<file path="src/faprot_pkg.sv">
// ----------------------------------------------------------------------------
// faprot_pkg: shared types, constants and tables
// Defaults, register indexes, the reciprocal table of the Taylor divisors
// and the state encoding of the sine/cosine sequencer.
// ----------------------------------------------------------------------------
package faprot_pkg;

  localparam int COORD_WIDTH_DEF = 32;
  localparam int ANGLE_WIDTH_DEF = 16;
  localparam int NUM_ANGLES      = 4;
  localparam int CFG_IDX_W       = 3;

  // Register indexes on the configuration port.
  localparam logic [CFG_IDX_W-1:0] REG_FIRST_Y  = 3'd0;
  localparam logic [CFG_IDX_W-1:0] REG_FIRST_Z  = 3'd1;
  localparam logic [CFG_IDX_W-1:0] REG_SECOND_Y = 3'd2;
  localparam logic [CFG_IDX_W-1:0] REG_SECOND_Z = 3'd3;

  // Pi in Q2.30, so that (phase * PI_Q30) >> 31 gives radians.
  localparam logic [31:0] PI_Q30 = 32'd3373259426;

  // Fraction bits of the stored sine and cosine.
  function automatic int trig_frac(input int cw);
    int f;
    f = 62 - cw;
    return (f < 30) ? f : 30;
  endfunction

  // Division of a 32-bit numerator by a Horner divisor 2^pre * d, d odd:
  // the numerator is shifted right by pre, then multiplied by
  // ceil(2^(31+post) / d) and shifted right by 31 + post. With 2^post >= d
  // this gives the exact floor quotient for any 31-bit shifted numerator.
  typedef struct packed {
    logic [1:0]  pre;
    logic [31:0] magic;
    logic [2:0]  post;
  } recip_t;

  function automatic recip_t make_recip(input int dd, input int pre, input int l);
    recip_t r;
    r.pre   = 2'(pre);
    r.post  = 3'(l);
    r.magic = 32'(((64'd1 << (31 + l)) + 64'(dd) - 64'd1) / 64'(dd));
    return r;
  endfunction

  // Indexed by {odd, k}: (2k)(2k+1) for sine, (2k-1)(2k) for cosine.
  localparam recip_t HORNER_RECIP [16] = '{
    make_recip(1, 0, 0),    // unused
    make_recip(1, 1, 0),    // 2
    make_recip(3, 2, 2),    // 12
    make_recip(15, 1, 4),   // 30
    make_recip(7, 3, 3),    // 56
    make_recip(45, 1, 6),   // 90
    make_recip(33, 2, 6),   // 132
    make_recip(91, 1, 7),   // 182
    make_recip(1, 0, 0),    // unused
    make_recip(3, 1, 2),    // 6
    make_recip(5, 2, 3),    // 20
    make_recip(21, 1, 5),   // 42
    make_recip(9, 3, 4),    // 72
    make_recip(55, 1, 6),   // 110
    make_recip(39, 2, 6),   // 156
    make_recip(105, 1, 7)   // 210
  };

  typedef enum logic [3:0] {
    TRIG_IDLE,
    TRIG_MUL_T,
    TRIG_GET_T,
    TRIG_MUL_S2,
    TRIG_GET_S2,
    TRIG_MUL_H,
    TRIG_DIV_LOAD,
    TRIG_DIV,
    TRIG_ACC,
    TRIG_MUL_SN,
    TRIG_GET_SN,
    TRIG_STORE
  } trig_state_e;

endpackage

</file>
<file path="src/faprot_trig.sv">
// ----------------------------------------------------------------------------
// faprot_trig: sine/cosine sequencer
// Derives the sine and cosine of a written angle with one shared multiplier,
// dividing by reciprocal multiplication, and holds the four derived pairs.
// ----------------------------------------------------------------------------
module faprot_trig import faprot_pkg::*; #(
  parameter int COORD_WIDTH = COORD_WIDTH_DEF,
  parameter int ANGLE_WIDTH = ANGLE_WIDTH_DEF,
  localparam int TW = trig_frac(COORD_WIDTH) + 2
) (
  input  logic                   clk_i,
  input  logic                   rst_ni,
  input  logic                   wr_en_i,
  input  logic [1:0]             wr_idx_i,
  input  logic [ANGLE_WIDTH-1:0] wr_angle_i,
  output logic                   busy_o,
  output logic signed [TW-1:0]   sin_o [NUM_ANGLES],
  output logic signed [TW-1:0]   cos_o [NUM_ANGLES]
);

  localparam int TF    = trig_frac(COORD_WIDTH);
  localparam int RND_N = 30 - TF;
  localparam logic [31:0] RND_ADD = (RND_N == 0) ? 32'd0 : (32'd1 << (RND_N - 1));
  localparam logic [30:0] ONE = 31'h4000_0000;
  localparam logic signed [TW-1:0] COS_RST = TW'(1) << TF;

  trig_state_e state_q, state_d;

  logic [2:0]  k_q, k_d;
  logic        odd_q, odd_d;

  logic [1:0]  idx_q, quad_q;
  logic [29:0] r_q;
  logic [30:0] t_q;
  logic [31:0] s2_q;
  logic [30:0] acc_q, sn_q;
  logic [63:0] prod_q;
  logic [31:0] num_q;

  logic [31:0] mul_a, mul_b;
  logic [31:0] phase;
  recip_t      rcp;
  logic [63:0] quo;

  // Rounds a Q2.30 magnitude to TF fraction bits and applies the sign.
  function automatic logic signed [TW-1:0] to_frac(input logic [30:0] mag, input logic neg);
    logic [31:0] sum;
    logic [31:0] m;
    sum = {1'b0, mag} + RND_ADD;
    m   = sum >> RND_N;
    return neg ? -$signed(m[TW-1:0]) : $signed(m[TW-1:0]);
  endfunction

  assign phase = {wr_angle_i, {(32 - ANGLE_WIDTH){1'b0}}};
  assign rcp   = HORNER_RECIP[{odd_q, k_q}];
  assign quo   = prod_q >> (6'd31 + 6'(rcp.post));

  // Next state.
  always_comb begin
    state_d = state_q;
    case (state_q)
      TRIG_IDLE:     if (wr_en_i) state_d = TRIG_MUL_T;
      TRIG_MUL_T:    state_d = TRIG_GET_T;
      TRIG_GET_T:    state_d = TRIG_MUL_S2;
      TRIG_MUL_S2:   state_d = TRIG_GET_S2;
      TRIG_GET_S2:   state_d = TRIG_MUL_H;
      TRIG_MUL_H:    state_d = TRIG_DIV_LOAD;
      TRIG_DIV_LOAD: state_d = TRIG_DIV;
      TRIG_DIV:      state_d = TRIG_ACC;
      TRIG_ACC: begin
        if (k_q != 3'd1) state_d = TRIG_MUL_H;
        else if (odd_q)  state_d = TRIG_MUL_SN;
        else             state_d = TRIG_STORE;
      end
      TRIG_MUL_SN:   state_d = TRIG_GET_SN;
      TRIG_GET_SN:   state_d = TRIG_MUL_H;
      TRIG_STORE:    state_d = TRIG_IDLE;
      default:       state_d = TRIG_IDLE;
    endcase
  end

  // Outputs of the sequencer: busy flag, multiplier operands, loop counters.
  always_comb begin
    busy_o = (state_q != TRIG_IDLE);
    mul_a  = '0;
    mul_b  = '0;
    k_d    = k_q;
    odd_d  = odd_q;
    case (state_q)
      TRIG_MUL_T: begin
        mul_a = {2'b00, r_q};
        mul_b = PI_Q30;
      end
      TRIG_MUL_S2: begin
        mul_a = {1'b0, t_q};
        mul_b = {1'b0, t_q};
      end
      TRIG_MUL_H: begin
        mul_a = s2_q;
        mul_b = {1'b0, acc_q};
      end
      TRIG_DIV: begin
        mul_a = num_q;
        mul_b = rcp.magic;
      end
      TRIG_MUL_SN: begin
        mul_a = {1'b0, t_q};
        mul_b = {1'b0, acc_q};
      end
      TRIG_GET_S2: begin
        k_d   = 3'd7;
        odd_d = 1'b1;
      end
      TRIG_GET_SN: begin
        k_d   = 3'd7;
        odd_d = 1'b0;
      end
      TRIG_ACC:      if (k_q != 3'd1) k_d = k_q - 3'd1;
      default: ;
    endcase
  end

  always_ff @(posedge clk_i or negedge rst_ni) begin
    if (!rst_ni) begin
      state_q <= TRIG_IDLE;
      k_q     <= 3'd7;
      odd_q   <= 1'b1;
    end else begin
      state_q <= state_d;
      k_q     <= k_d;
      odd_q   <= odd_d;
    end
  end

  // Working registers of the derivation.
  always_ff @(posedge clk_i) begin
    case (state_q)
      TRIG_IDLE: begin
        if (wr_en_i) begin
          idx_q  <= wr_idx_i;
          quad_q <= phase[31:30];
          r_q    <= phase[29:0];
        end
      end
      TRIG_MUL_T, TRIG_MUL_S2, TRIG_MUL_H, TRIG_DIV, TRIG_MUL_SN: prod_q <= mul_a * mul_b;
      TRIG_GET_T:  t_q <= prod_q[61:31];
      TRIG_GET_S2: begin
        s2_q  <= prod_q[61:30];
        acc_q <= ONE;
      end
      // The power-of-two part of the divisor is a plain shift.
      TRIG_DIV_LOAD: num_q <= prod_q[61:30] >> rcp.pre;
      TRIG_ACC: acc_q <= (quo >= 64'(ONE)) ? '0 : ONE - quo[30:0];
      TRIG_GET_SN: begin
        sn_q  <= (prod_q[60:30] > ONE) ? ONE : prod_q[60:30];
        acc_q <= ONE;
      end
      default: ;
    endcase
  end

  // Derived pairs; at reset every angle is zero.
  always_ff @(posedge clk_i or negedge rst_ni) begin
    if (!rst_ni) begin
      for (int i = 0; i < NUM_ANGLES; i++) begin
        sin_o[i] <= '0;
        cos_o[i] <= COS_RST;
      end
    end else if (state_q == TRIG_STORE) begin
      case (quad_q)
        2'd0: begin
          sin_o[idx_q] <= to_frac(sn_q, 1'b0);
          cos_o[idx_q] <= to_frac(acc_q, 1'b0);
        end
        2'd1: begin
          sin_o[idx_q] <= to_frac(acc_q, 1'b0);
          cos_o[idx_q] <= to_frac(sn_q, 1'b1);
        end
        2'd2: begin
          sin_o[idx_q] <= to_frac(sn_q, 1'b1);
          cos_o[idx_q] <= to_frac(acc_q, 1'b1);
        end
        default: begin
          sin_o[idx_q] <= to_frac(acc_q, 1'b1);
          cos_o[idx_q] <= to_frac(sn_q, 1'b0);
        end
      endcase
    end
  end

endmodule

</file>
<file path="config.mk">
export PLATFORM = sky130hd
export DESIGN_NAME = faprot_trig
export DESIGN_NICKNAME = d
export VERILOG_FILES = /design/src/faprot_pkg.sv /design/src/faprot_trig.sv
export SDC_FILE = /design/constraint.sdc
export NUM_CORES = 2
export LEC_CHECK = 0
export BUFFER_PORTS_ARGS = -buffer_cell sky130_fd_sc_hd__buf_2
export CORE_MARGIN = 2
export CORE_UTILIZATION = 45
export DETAILED_ROUTE_END_ITERATION = 16
export SYNTH_ARGS = -nofsm -noshare
export SYNTH_HDL_FRONTEND = slang
export SYNTH_SLANG_ARGS = --single-unit
</file>
<file path="constraint.sdc">
create_clock -name clk_i -period 11.3 [get_ports clk_i]
set_input_delay 0 -clock clk_i [delete_from_list [all_inputs] [get_ports clk_i]]
set_output_delay 0 -clock clk_i [all_outputs]
set_load 0.1 [all_outputs]
</file>
==> results.tsv <==
metric	value	unit
Synthesized Nets	7417	
Post-synth top flop	dfrtp_1	
clk slew on worst S/H paths	60	ps
register area	0.0129	mm^2
Tmin final	10990	ps
WHS	-11.1	ps
Mapped Cells	6227	
mapped cell area	0.0563	mm^2
status	finished, violations left	
synth top area cells	fa_1 (32%), dfrtp_1 (11%), edfxtp_1 (11%)	
Yosys top cell by area	fa_1	
CTS Sinks	473	
DRT iter0 DRCs	4751	
area of the multi-input gates	0.0389	mm^2
GRT met1 Usage	44.0	%
vias in the first global route	47100	
Max clock buf depth	3	
setup_tns	0	ps
DRC viols	0	
grt met2 use	53.5	%
Fmax	0.0910	GHz
Final Slew Violations	0	
wire per inst	27.0	um
drt total wl	218	mm
CP startpoint kind	register	
first-pass GRT wire length	319	mm
die area	0.128	mm^2
Post-CTS Setup Inserts	0	
Seq/Total Area, Yosys	22.9	%
Core Rows	129	
endpoints failing setup	0	
GR Overflow Total	0	
Worst setup EP type	register	
#FFs+latches synth	473	
WP data required	11680	ps
post-synth cell types	86	
clock root cell	clkbuf_16	
Post-synth EDFFs	209	
via-per-instance ratio	5.78	
antenna violations before repair	6	
first-pass iteration count of the detailed router	9	
CTS tree	built	
yosys warns	0	
Mean Syn Cell Area	9.05	um^2
hpwl dp	172	mm
hold crit path type	primary input to async pin	
Inserted Clock Buffers	52	
Most Crowded Layer GR	met2	
CP Data Arrival Time	11360	ps
Final Hold Vio Count	3	
H-tree Lvls	2	
Routed Antenna Nets	0	
RSZ-0062 raised after global routing	false	
IO Pins	278	
initial core utilization	45.4	%
failing checks	negative hold slack	
die height	358	um
worst rel slew slack	10.3	%
worst-skew pair later-pin latency	630	ps
asr flop ratio synth	55.8	%
grt met3 use	7.69	%
via count	46700	
Layout area overhead	10.7	%
GRT Total Usage	34.3	%
CORE AREA	0.124	mm^2
Worst-Margin Slew	1350	ps
crit-path max FO	24	
IO Port Bufs	277	
final period utilization	97.2	%
Crit Path Category	register to register	
routability congestion estimate from global placement	1.02	
max_cap viols	0	
layout net count	7590	
layout cell share with drive strength beyond 1	10.6	%
die extent in x	358	um
Fill cells	11800	
Setup Skew	26.4	ps
largest net degree at the start of global routing	126	
top cell type's share of synthesized area	31.8	%
==> area by class of cell <==
cell class | count | share of cell area (%)
repair buffers | 495 | 4.97
clock buffers | 76 | 2.46
clock inverters | 22 | 0.427
multi-input cells | 4406 | 62.3
diodes | 1 | 0.00401
flip-flops and latches | 473 | 20.7
inverters | 972 | 5.85
well taps | 1637 | 3.29
==> layer usage <==
layer	wire, um	vias to the layer above
li1	-	20100
met1	83900	23700
met2	97500	2356
met3	20900	571
met4	15500	6
met5	46	-
==> cell families after synthesis <==
family / count (synthesis) / share of synthesized area, %
DFF: 473 / 22.9
adders and majority gates: 1170 / 37.9
and+or+nand+nor: 2108 / 15.6
AOI/OAI and AO/OA: 864 / 9.79
muxes: 133 / 2.71
buffers and inverters: 1348 / 9.00
xor gates and xnor gates: 131 / 2.07
==> registers in the layout (all words and copies together) (netlist names) <==
signal,count
cos_o,128
s2_q,32
sin_o,128
state_q,4
num_q,32
idx_q,2
acc_q,31
odd_q,1
k_q,3
t_q,31
sn_q,31
quad_q,2
prod_q,34
r_q,14
==> cells in the mapped netlist (all sizes together) (15+ instances only) <==
master	number
nor2b	18
inv	971
a21oi	170
o21ai	300
a221oi	36
and2	70
a22oi	25
clkbuf	339
o31ai	19
or3	19
nand4	25
a311oi	23
nor4	15
xor2	58
mux2	17
and3	23
ha	274
nor3	56
o22ai	22
nor2	747
fa	895
nand2	1010
mux2i	102
dfrtp	256
a211oi	50
o21bai	16
buf	37
nand3	44
a21o	45
edfxtp	209
xnor2	73
a221o	37
a31oi	32
nand2b	29
==> worst paths after layout <==
kind                                from          to  slack, ps  cells past startpoint
max in group asynchronous         rst_ni  state_q[0]       9750                      3
setup / recovery              state_q[0]  prod_q[61]        310                     27
hold reg to reg                cos_o[19]   cos_o[19]        470                      2
min in group clk_i         wr_angle_i[1]     r_q[17]         90                      2
hold / removal                    rst_ni   cos_o[48]        -10                      2
setup reg to reg              state_q[0]  prod_q[61]        310                     27
==> stage by stage <==
step / hold slack (ps) / instances / setup WS (ps) / cell area, um^2 / utilization (%)
2_1_floorplan: -296 / 6227 / 1850 / 56300 / -
3_3_place_gp: 158 / 7963 / 453 / 60300 / 48.7
3_5_place_dp: 155 / 7963 / 372 / 60300 / 48.7
4_1_cts: 56.0 / 8081 / 354 / 62300 / 50.3
5_1_grt: 77.0 / 8081 / 22.5 / 62300 / 50.3
6_report: -11.1 / 8082 / 312 / 62300 / 50.3
==> worst max-delay path, cell delays in order (launching register included) <==
cell      delay, ps
dfrtp_1         730
nand2b_1        340
a21oi_4         900
a221o_1         890
buf_4           270
buf_4           150
nand2_1          80
fa_1            430
inv_1            80
fa_1            430
fa_1            510
inv_1            50
fa_1            470
inv_1            50
fa_1            480
fa_1            560
fa_1            430
fa_1            460
ha_1            420
and4_1          230
nor3b_1         370
nand2_1         110
a21boi_0        300
o21bai_1        270
a21boi_0        870
a21oi_1         380
a31o_2          320
xnor2_1         120
==> repair_timing <==
item                       in CTS  in global routing
setup endpoints to repair       0                  1
hold endpoints to repair      142                  0
hold buffers                   20                  0
gates resized for setup         0                  2
==> cells in the final DEF, fill, tap and decap left out, types with 23 or more instances in the layout <==
cell | Yosys | final
buf_4 | 0 | 197
nor3_1 | 53 | 50
edfxtp_1 | 209 | 209
inv_1 | 970 | 970
nand2_1 | 1010 | 1006
nor2_1 | 745 | 735
fa_1 | 895 | 895
a211oi_1 | 50 | 49
mux2i_1 | 102 | 102
and3_1 | 23 | 23
a221o_1 | 37 | 37
a22oi_1 | 25 | 24
xnor2_1 | 73 | 73
nand3_1 | 44 | 43
a21o_1 | 45 | 45
dfrtp_1 | 256 | 256
nand2b_1 | 29 | 29
clkbuf_16 | 0 | 53
nand4_1 | 25 | 25
a311oi_1 | 23 | 23
a31oi_1 | 32 | 32
buf_2 | 9 | 276
o21ai_0 | 297 | 295
a21oi_1 | 169 | 167
and2_1 | 69 | 68
xor2_1 | 57 | 57
ha_1 | 274 | 274
Power is not shown: default switching activity piles up to over one toggle a cycle in this logic, so the estimate is an artifact.
